$ cat src/rtl/core/rgbcsp_pkg.sv
`timescale 1ns / 1ps
// Shared types and constants for the rgb:R/G/B colour spec parser.
// No dependencies; every other file of the block imports this package.
package rgbcsp_pkg;

    localparam int TARGET_DIGITS_DEF = 2;
    localparam int ACC_BITS_DEF      = 32;
    localparam int QUEUE_DEPTH       = 2;

    localparam int CNT_BITS = 4;
    localparam int CH_BITS  = 8;
    localparam int COMP_BITS = 8;
    localparam int STATUS_BITS = 3;

    localparam logic [STATUS_BITS-1:0] ST_OK     = 3'd0;
    localparam logic [STATUS_BITS-1:0] ST_PREFIX = 3'd1;
    localparam logic [STATUS_BITS-1:0] ST_RED    = 3'd2;
    localparam logic [STATUS_BITS-1:0] ST_GREEN  = 3'd3;
    localparam logic [STATUS_BITS-1:0] ST_BLUE   = 3'd4;

    localparam logic [CH_BITS-1:0] CH_NUL   = 8'h00;
    localparam logic [CH_BITS-1:0] CH_SLASH = 8'h2F;
    localparam logic [CH_BITS-1:0] CH_R     = 8'h72;
    localparam logic [CH_BITS-1:0] CH_G     = 8'h67;
    localparam logic [CH_BITS-1:0] CH_B     = 8'h62;
    localparam logic [CH_BITS-1:0] CH_COLON = 8'h3A;

    // One classified character as it travels from front to back.
    typedef struct packed {
        logic                is_hex;
        logic [3:0]          digit;
        logic                is_slash;
        logic                is_nul;
        logic [3:0]          pfx_hit;   // bit i: matches prefix character i
    } t_token;

endpackage

$ cat src/rtl/core/rgbcsp_front.sv
`timescale 1ns / 1ps
// Front end: classifies each incoming character into a token.
// Depends on rgbcsp_pkg.
module rgbcsp_front
    import rgbcsp_pkg::*;
(
    input  logic [CH_BITS-1:0] i_ch,
    output t_token             o_tok
);

    logic       n_hex;
    logic [3:0] n_digit;

    always_comb begin
        n_hex   = 1'b1;
        n_digit = 4'd0;
        if (i_ch >= 8'h30 && i_ch <= 8'h39) begin
            n_digit = 4'(i_ch - 8'h30);
        end else if (i_ch >= 8'h61 && i_ch <= 8'h66) begin
            n_digit = 4'(i_ch - 8'h57);
        end else if (i_ch >= 8'h41 && i_ch <= 8'h46) begin
            n_digit = 4'(i_ch - 8'h37);
        end else begin
            n_hex = 1'b0;
        end
    end

    assign o_tok.is_hex     = n_hex;
    assign o_tok.digit      = n_digit;
    assign o_tok.is_slash   = (i_ch == CH_SLASH);
    assign o_tok.is_nul     = (i_ch == CH_NUL);
    assign o_tok.pfx_hit[0] = (i_ch == CH_R);
    assign o_tok.pfx_hit[1] = (i_ch == CH_G);
    assign o_tok.pfx_hit[2] = (i_ch == CH_B);
    assign o_tok.pfx_hit[3] = (i_ch == CH_COLON);

endmodule

$ cat src/rtl/core/rgbcsp_queue.sv
`timescale 1ns / 1ps
// Short token FIFO between the classifier and the parser.
// Depends on rgbcsp_pkg.
module rgbcsp_queue
    import rgbcsp_pkg::*;
(
    input  logic   i_clk,
    input  logic   i_rst_n,
    input  logic   i_push,
    input  t_token i_tok,
    output logic   o_full,
    input  logic   i_pop,
    output logic   o_avail,
    output t_token o_tok
);

    localparam int PTR_BITS = (QUEUE_DEPTH > 1) ? $clog2(QUEUE_DEPTH) : 1;
    localparam int CNT_W    = $clog2(QUEUE_DEPTH + 1);
    localparam logic [PTR_BITS-1:0] LAST = PTR_BITS'(QUEUE_DEPTH - 1);

    t_token              r_mem [QUEUE_DEPTH];
    logic [PTR_BITS-1:0] r_wr, r_rd;
    logic [CNT_W-1:0]    r_cnt;

    assign o_full  = (r_cnt == CNT_W'(QUEUE_DEPTH));
    assign o_avail = (r_cnt != '0);
    assign o_tok   = r_mem[r_rd];

    always_ff @(posedge i_clk) begin
        if (i_push) begin
            r_mem[r_wr] <= i_tok;
        end
    end

    always_ff @(posedge i_clk) begin
        if (!i_rst_n) begin
            r_wr  <= '0;
            r_rd  <= '0;
            r_cnt <= '0;
        end else begin
            if (i_push) begin
                r_wr <= (r_wr == LAST) ? '0 : r_wr + PTR_BITS'(1);
            end
            if (i_pop) begin
                r_rd <= (r_rd == LAST) ? '0 : r_rd + PTR_BITS'(1);
            end
            if (i_push && !i_pop) begin
                r_cnt <= r_cnt + CNT_W'(1);
            end else if (!i_push && i_pop) begin
                r_cnt <= r_cnt - CNT_W'(1);
            end
        end
    end

endmodule

$ cat src/rtl/core/rgbcsp_back.sv
`timescale 1ns / 1ps
// Back end: parse state machine, accumulators, scaling and result register.
// Depends on rgbcsp_pkg.
module rgbcsp_back
    import rgbcsp_pkg::*;
#(
    parameter int TARGET_DIGITS = TARGET_DIGITS_DEF,
    parameter int ACC_BITS      = ACC_BITS_DEF
) (
    input  logic                   i_clk,
    input  logic                   i_rst_n,
    input  logic                   i_avail,
    input  t_token                 i_tok,
    output logic                   o_pop,
    output logic                   o_valid,
    input  logic                   i_stall,
    output logic [STATUS_BITS-1:0] o_status,
    output logic [COMP_BITS-1:0]   o_red,
    output logic [COMP_BITS-1:0]   o_green,
    output logic [COMP_BITS-1:0]   o_blue
);

    localparam logic [CNT_BITS-1:0] TGT = CNT_BITS'(TARGET_DIGITS);

    typedef enum logic [7:0] {
        PH_P0      = 8'b0000_0001,
        PH_P1      = 8'b0000_0010,
        PH_P2      = 8'b0000_0100,
        PH_P3      = 8'b0000_1000,
        PH_RED     = 8'b0001_0000,
        PH_GREEN   = 8'b0010_0000,
        PH_BLUE    = 8'b0100_0000,
        PH_DISCARD = 8'b1000_0000
    } t_phase;

    t_phase                r_phase, n_phase;
    logic [ACC_BITS-1:0]   r_acc_r, r_acc_g, r_acc_b;
    logic [CNT_BITS-1:0]   r_cnt_r, r_cnt_g, r_cnt_b;
    logic                  r_valid;
    logic [STATUS_BITS-1:0] r_status, n_status;
    logic [COMP_BITS-1:0]  r_red, r_green, r_blue;

    logic                  n_emit, n_clear;
    logic [2:0]            n_add;     // digit goes to red, green, blue
    logic [CNT_BITS-1:0]   maxd, diff;
    logic [5:0]            sh;
    logic                  up;
    logic [ACC_BITS-1:0]   sc_r, sc_g, sc_b;

    assign o_pop = i_avail && (!r_valid || !i_stall);

    // Parse step for the token at the head of the queue.
    always_comb begin
        n_phase  = r_phase;
        n_emit   = 1'b0;
        n_status = ST_OK;
        n_clear  = 1'b0;
        n_add    = 3'b000;
        unique case (r_phase)
            PH_P0, PH_P1, PH_P2, PH_P3: begin
                if (!(|(i_tok.pfx_hit & r_phase[3:0]))) begin
                    n_emit   = 1'b1;
                    n_status = ST_PREFIX;
                    n_phase  = i_tok.is_nul ? PH_P0 : PH_DISCARD;
                end else begin
                    priority case (1'b1)
                        r_phase[0]: n_phase = PH_P1;
                        r_phase[1]: n_phase = PH_P2;
                        r_phase[2]: n_phase = PH_P3;
                        default: begin
                            n_phase = PH_RED;
                            n_clear = 1'b1;
                        end
                    endcase
                end
            end
            PH_RED: begin
                if (i_tok.is_hex) begin
                    n_add[0] = 1'b1;
                end else if (i_tok.is_slash) begin
                    n_phase = PH_GREEN;
                end else begin
                    n_emit   = 1'b1;
                    n_status = ST_RED;
                    n_phase  = i_tok.is_nul ? PH_P0 : PH_DISCARD;
                end
            end
            PH_GREEN: begin
                if (i_tok.is_hex) begin
                    n_add[1] = 1'b1;
                end else if (i_tok.is_slash) begin
                    n_phase = PH_BLUE;
                end else begin
                    n_emit   = 1'b1;
                    n_status = ST_GREEN;
                    n_phase  = i_tok.is_nul ? PH_P0 : PH_DISCARD;
                end
            end
            PH_BLUE: begin
                if (i_tok.is_hex) begin
                    n_add[2] = 1'b1;
                end else if (i_tok.is_nul) begin
                    n_emit  = 1'b1;
                    n_phase = PH_P0;
                end else begin
                    n_emit   = 1'b1;
                    n_status = ST_BLUE;
                    n_phase  = PH_DISCARD;
                end
            end
            PH_DISCARD: begin
                if (i_tok.is_nul) begin
                    n_phase = PH_P0;
                end
            end
            default: begin
                n_phase = PH_P0;
            end
        endcase
    end

    // Scale all components by the longest field; shifts past the width give zero.
    always_comb begin
        maxd = r_cnt_r;
        if (r_cnt_g > maxd) maxd = r_cnt_g;
        if (r_cnt_b > maxd) maxd = r_cnt_b;
        up   = (maxd < TGT);
        diff = up ? (TGT - maxd) : (maxd - TGT);
        sh   = {diff, 2'b00};
        sc_r = up ? (r_acc_r << sh) : (r_acc_r >> sh);
        sc_g = up ? (r_acc_g << sh) : (r_acc_g >> sh);
        sc_b = up ? (r_acc_b << sh) : (r_acc_b >> sh);
    end

    always_ff @(posedge i_clk) begin
        if (!i_rst_n) begin
            r_phase <= PH_P0;
            r_valid <= 1'b0;
            r_cnt_r <= '0;
            r_cnt_g <= '0;
            r_cnt_b <= '0;
            r_acc_r <= '0;
            r_acc_g <= '0;
            r_acc_b <= '0;
        end else begin
            if (o_pop) begin
                r_phase <= n_phase;
                if (n_clear) begin
                    r_cnt_r <= '0;
                    r_cnt_g <= '0;
                    r_cnt_b <= '0;
                    r_acc_r <= '0;
                    r_acc_g <= '0;
                    r_acc_b <= '0;
                end
                if (n_add[0]) begin
                    r_acc_r <= {r_acc_r[ACC_BITS-5:0], i_tok.digit};
                    if (r_cnt_r != '1) r_cnt_r <= r_cnt_r + CNT_BITS'(1);
                end
                if (n_add[1]) begin
                    r_acc_g <= {r_acc_g[ACC_BITS-5:0], i_tok.digit};
                    if (r_cnt_g != '1) r_cnt_g <= r_cnt_g + CNT_BITS'(1);
                end
                if (n_add[2]) begin
                    r_acc_b <= {r_acc_b[ACC_BITS-5:0], i_tok.digit};
                    if (r_cnt_b != '1) r_cnt_b <= r_cnt_b + CNT_BITS'(1);
                end
            end
            if (o_pop && n_emit) begin
                r_valid <= 1'b1;
            end else if (!i_stall) begin
                r_valid <= 1'b0;
            end
        end
    end

    // Result payload; errors report zero components.
    always_ff @(posedge i_clk) begin
        if (o_pop && n_emit) begin
            r_status <= n_status;
            if (n_status == ST_OK) begin
                r_red   <= sc_r[COMP_BITS-1:0];
                r_green <= sc_g[COMP_BITS-1:0];
                r_blue  <= sc_b[COMP_BITS-1:0];
            end else begin
                r_red   <= '0;
                r_green <= '0;
                r_blue  <= '0;
            end
        end
    end

    assign o_valid  = r_valid;
    assign o_status = r_status;
    assign o_red    = r_red;
    assign o_green  = r_green;
    assign o_blue   = r_blue;

endmodule

$ cat src/rtl/core/rgb_colour_spec_parser_top.sv
`timescale 1ns / 1ps
// Top level of the rgb:R/G/B colour spec parser.
// Depends on rgbcsp_pkg, rgbcsp_front, rgbcsp_queue and rgbcsp_back.
//
//  side     handshake            payload
//  -------  -------------------  -----------------------------------------
//  input    i_valid / o_stall    i_ch        one character, 0 ends spec
//  output   o_valid / i_stall    o_status, o_red, o_green, o_blue
//
// One character request per cycle sustained while i_stall does not hold a result. o_valid
// rises once the terminating (or offending) character has been accepted: the token is
// written into the token queue, then the result register loads when the parser pops it;
// a result held by i_stall can delay that pop.
// Reset (synchronous, active low) empties the queue, drops any pending result
// and returns the parser to the start of the prefix.
// o_stall rises only when the two-entry token queue is full, which happens
// when i_stall holds a result while characters keep arriving.
module rgb_colour_spec_parser_top
    import rgbcsp_pkg::*;
#(
    parameter int TARGET_DIGITS = TARGET_DIGITS_DEF,
    parameter int ACC_BITS      = ACC_BITS_DEF
) (
    input  logic                   i_clk,
    input  logic                   i_rst_n,
    input  logic                   i_valid,
    output logic                   o_stall,
    input  logic [CH_BITS-1:0]     i_ch,
    output logic                   o_valid,
    input  logic                   i_stall,
    output logic [STATUS_BITS-1:0] o_status,
    output logic [COMP_BITS-1:0]   o_red,
    output logic [COMP_BITS-1:0]   o_green,
    output logic [COMP_BITS-1:0]   o_blue
);

    t_token front_tok;
    t_token head_tok;
    logic   q_full;
    logic   q_avail;
    logic   q_pop;

    // Classification is purely a function of the character.
    rgbcsp_front u_front (
        .i_ch  (i_ch),
        .o_tok (front_tok)
    );

    // Decouples input acceptance from a stalled result.
    rgbcsp_queue u_queue (
        .i_clk   (i_clk),
        .i_rst_n (i_rst_n),
        .i_push  (i_valid && !q_full),
        .i_tok   (front_tok),
        .o_full  (q_full),
        .i_pop   (q_pop),
        .o_avail (q_avail),
        .o_tok   (head_tok)
    );

    // Parser consumes a token whenever the result register can take a result.
    rgbcsp_back #(
        .TARGET_DIGITS (TARGET_DIGITS),
        .ACC_BITS      (ACC_BITS)
    ) u_back (
        .i_clk    (i_clk),
        .i_rst_n  (i_rst_n),
        .i_avail  (q_avail),
        .i_tok    (head_tok),
        .o_pop    (q_pop),
        .o_valid  (o_valid),
        .i_stall  (i_stall),
        .o_status (o_status),
        .o_red    (o_red),
        .o_green  (o_green),
        .o_blue   (o_blue)
    );

    assign o_stall = q_full;

endmodule

$ cat config.mk
export PLATFORM = sky130hd
export DESIGN_NAME = rgb_colour_spec_parser_top
export DESIGN_NICKNAME = d
export VERILOG_FILES = /design/src/rtl/core/rgbcsp_pkg.sv /design/src/rtl/core/rgbcsp_front.sv /design/src/rtl/core/rgbcsp_queue.sv /design/src/rtl/core/rgbcsp_back.sv /design/src/rtl/core/rgb_colour_spec_parser_top.sv
export SDC_FILE = /design/constraint.sdc
export NUM_CORES = 1
export LEC_CHECK = 0
export BUFFER_PORTS_ARGS = -buffer_cell sky130_fd_sc_hd__clkbuf_2
export CELL_PAD_IN_SITES_DETAIL_PLACEMENT = 0
export CELL_PAD_IN_SITES_GLOBAL_PLACEMENT = 1
export CORE_MARGIN = 5
export CORE_UTILIZATION = 30
export CTS_BUF_LIST = sky130_fd_sc_hd__clkbuf_2
export CTS_CLUSTER_SIZE = 14
export DETAILED_ROUTE_END_ITERATION = 8
export HOLD_SLACK_MARGIN = 0.12
export MAX_ROUTING_LAYER = met4
export PLACE_DENSITY_LB_ADDON = 0.1
export SLEW_MARGIN = 20
export SYNTH_ARGS = -nofsm -noshare
export SYNTH_HDL_FRONTEND = slang
export SYNTH_SLANG_ARGS = --single-unit
export TNS_END_PERCENT = 100
$ cat constraint.sdc
create_clock -name i_clk -period 5.7 [get_ports i_clk]
set_clock_uncertainty 0.15 [all_clocks]
set_input_delay 0.57 -clock i_clk [delete_from_list [all_inputs] [get_ports i_clk]]
set_output_delay 0.57 -clock i_clk [all_outputs]
set_load 0.02 [all_outputs]
==> impl_metrics.py <==
metrics = {
    "outcome": {
        "status": "complete, no violations",
    },
    "worst_setup_path": {
        "critPathSlowestCell": "mux4_2",
        "crit_fanout": 18,
        "critical_path_class": "flop to flop",
        "regToRegSetupSlack_ns": 0.32,
        "crit_top_cell": "ha_1",
        "end_kind": "flop",
        "crit_buf_inv": 2,
        "arrival_ns": 5.88,
        "r2r_end": "u_back.o_blue[3]",
        "path_cells": "inv_1, ha_1, nor2b_4, o211ai_4, a21oi_4, mux2i_1, ha_1, nor2b_1, a2bb2oi_1, a32oi_2, o2111ai_2, and2_1, buf_4, mux2_4, and2_4, mux4_2, a22o_1",
        "critPathLaunchType": "flop",
        "crit_required_ns": 6.21,
        "reg2reg_depth": 17,
        "cp_top_family": "compound AO/OA/AOI/OAI gates",
        "r2r_start": "u_back.r_cnt_r[1]",
        "worst-path-stages": 17,
        "slowest_delay_ns": 0.55,
    },
    "detailed_routing": {
        "wirelength_um": 27670,
        "drt_drc_violations_left": 0,
        "drt-initial-drc-count": 346,
        "postRouteAntennaNets": 0,
        "vias": 7630,
        "wire_per_inst_um": 19.00,
        "dr.pass1.iters": 5,
        "vias_per_cell": 5.240,
    },
    "clocking": {
        "cts_root_buffer": "clkbuf_2",
        "cts.sinks": 171,
        "htree_levels": 4,
        "cts_tree": "built",
        "clkTransAtPathRegs_ns": 0.32,
        "cts_max_path_buffers": 2,
        "numCtsBuffers": 17,
        "clk-insertion-delay-late_ns": 0.84,
    },
    "yosys": {
        "ys.flop_type": "dfxtp_1",
        "ys_types": 70,
        "synth_edf_count": 49,
        "seq_area_frac_synth_pct": 40.55,
        "ys_warn_count": 0,
        "yosysTopAreaCell": "dfxtp_1",
        "async_flop_share_pct": 0,
        "ys_seq_elements": 171,
        "synthTopCellsByArea": "dfxtp_1 25%, edfxtp_1 15%, a21boi_0 7.9%, mux4_2 7.0%, nand2_1 6.2%",
        "mappedNetlistArea_um2": 9651,
        "syn_area_per_cell_um2": 9.415,
        "syn-num-nets": 1054,
        "synth_top_area_share_pct": 25.31,
        "synth_cells": 1025,
    },
    "floorplan": {
        "start_util_pct": 30.50,
        "pin_count": 41,
        "dieArea_um2": 35860,
        "die_h_um": 189.4,
        "fp.coreArea_um2": 31640,
        "num_rows": 65,
        "die_w_um": 189.4,
    },
    "grt": {
        "grt_pass1_vias": 7627,
        "grt_usage_pct": 16.01,
        "antenna_found_initial": 2,
        "grt-ovfl-total": 0,
        "grt_max_degree": 66,
        "grt_first_pass_wirelength_um": 44120,
    },
    "finish": {
        "multi_input_area_um2": 5393,
        "final_nets": 1069,
        "area_delta_synth_final_pct": 10.03,
        "drive_gt1_share_pct": 15.48,
        "fin_cells": 1456,
        "final_core_util_pct": 33.57,
        "ff_latch_area_um2": 3914,
        "final.fill_count": 3290,
    },
    "worst_hold_path": {
        "hold_start": "u_back.r_acc_g[12]",
        "hold_class": "flop to flop",
        "min_to": "u_back.r_acc_g[16]",
        "whs_path_depth": 2,
    },
    "sta": {
        "period_minus_slack_ns": 5.379,
        "slew_headroom_pct": 30.09,
        "hold_viol": 0,
        "setup_viol_count_final": 0,
        "holdWs_ns": 0.3276,
        "max_freq_ghz": 0.1859,
        "worstMarginPinSlew_ns": 1.046,
        "rsz0062_at_grt": "no",
        "fin_crit_sh_pct": 94.37,
        "finalMaxSlewViolations": 0,
        "final.setup.tns_ns": 0,
    },
    "pwr": {
        "p_sw_mw": 1.029,
        "p_seq_share_pct": 52.4,
        "power_per_cell_area_nw_per_um2": 264.0,
        "combPwrFrac_pct": 23.9,
        "p_leak_nw": 3.628,
        "switching_share_pct": 36.70,
        "p_int_mw": 1.774,
        "p_clk_share_pct": 23.7,
        "vdd_drop_max_uv": 131.9,
    },
    "place": {
        "io_buffers": 40,
        "dp.cells": 1406,
        "gp_congestion": 0.7936,
        "place_hpwl_um": 16890,
    },
    "flow_run": {
        "maxCapViolCount": 0,
    },
}
per-stage QoR:
stage               power, mW  setup slack [ns]  cell area (µm²)
global placement        2.186            0.2153            10220
global route            2.979           0.05983            10620
CTS                     2.873            0.1395            10600
finish                  2.803            0.3210            10620
detailed placement      2.183            0.1413            10220
floorplan               1.898            0.3595             9651
cell families (layout without fill, tap and decap cells):
family,after synthesis,in the layout,share of synthesized area [%]
flops,171,171,40.55
fa+ha+maj,17,17,2.204
xor+xnor,5,5,0.4539
simple gates,425,426,21.98
other cells,0,1,0
mux,50,50,10.19
buf+inv,97,124,4.227
compound gates,260,260,20.39
final cells by class:
| cell class | count | area share [%] |
|---|---|---|
| multi-input combinational | 758 | 50.78 |
| sequential | 171 | 36.86 |
| timing repair buffer | 75 | 4.878 |
| tap | 402 | 4.737 |
| clock inverter | 15 | 1.320 |
| clock buffer | 17 | 0.8012 |
| inverter | 17 | 0.6009 |
| antenna | 1 | 0.02357 |
what timing repair did:
item | in CTS | in global routing
setup endpoints to repair | 0 | 14
resized for setup | 0 | 2
hold endpoints to repair | 94 | 0
buffers inserted | 0 | 0
hold buffers | 16 | 0
layout by cell type (no fill, tap or decap), types with 4 or more instances in the layout:
cell           instances
nand2_1              158
dfxtp_1              122
nand3_1              113
a21boi_0             101
clkbuf_2              56
edfxtp_1              49
and2_1                46
o21ai_0               39
nor2b_1               30
mux4_2                30
a22o_1                24
buf_4                 19
ha_1                  17
inv_1                 16
nor2_1                16
nor3b_1               16
dlygate4sd3_1         16
a21oi_1               15
a21o_1                13
o21ba_2               12
a211o_1               12
nor3_1                10
mux2i_1                8
mux4_1                 6
a32oi_1                5
mux2_2                 4
a22oi_1                4
nand2b_1               4
o211ai_1               4
o21a_1                 4
o22ai_1                4
clkinvlp_4             4
how the worst max path moves through the flow:
stage | start | to | slack, ns
2_1_floorplan | u_back.r_cnt_r[3] | u_back.o_green[4] | 0.36
3_3_place_gp | u_back.r_cnt_r[1] | u_back.o_blue[3] | 0.22
3_5_place_dp | u_back.r_cnt_r[1] | u_back.o_blue[3] | 0.14
4_1_cts | u_back.r_cnt_r[1] | u_back.o_blue[3] | 0.14
5_1_grt | u_back.r_cnt_r[3] | u_back.o_blue[5] | 0.06
6_report | u_back.r_cnt_r[1] | u_back.o_blue[3] | 0.32
power groups by stage:
stage	sequential, mW	clock, mW	combinational [mW]
4_1_cts	1.48	0.706	0.692
2_1_floorplan	1.55	0	0.350
6_report	1.47	0.663	0.670
3_5_place_dp	1.50	0	0.683
5_1_grt	1.49	0.758	0.735
3_3_place_gp	1.50	0	0.687
worst reg2reg max path, delay by kind of cell (launching register included):
kind                     cells  cell delay, ns
AO/OA/AOI/OAI                6            1.36
adder cells (fa/ha/maj)      2            0.64
buffers and inverters        2            0.29
flip-flops                   1            0.51
multiplexers                 3            1.29
AND/OR/NAND/NOR              4            0.98
registers in the layout (all words and copies together), names as in the netlist, 8 cells and up, named ones only:
register and count:
u_back.r_phase 8, u_back.o_blue 8, u_back.r_acc_g 32, u_back.o_red 8
u_back.r_acc_r 32, u_queue.r_mem 22, u_back.r_acc_b 32, u_back.o_green 8
routing by layer:
layer	routed length, µm	global-route usage (%)
met5	0	-
met4	276	3.589
met3	589	2.397
met2	13390	26.58
met1	13420	20.87
cell usage after synthesis (all sizes together) (13+ instances only):
cell type  count
nor3b         16
nor2b         31
edfxtp        49
nor2          20
o21ai         42
dfxtp        122
a21oi         19
a21boi       102
a22o          24
inv           16
nand3        113
buf           22
nand2        159
a21o          13
mux4          36
and2          47
ha            17
clkbuf        58
Power figures use the tool's default switching activity.
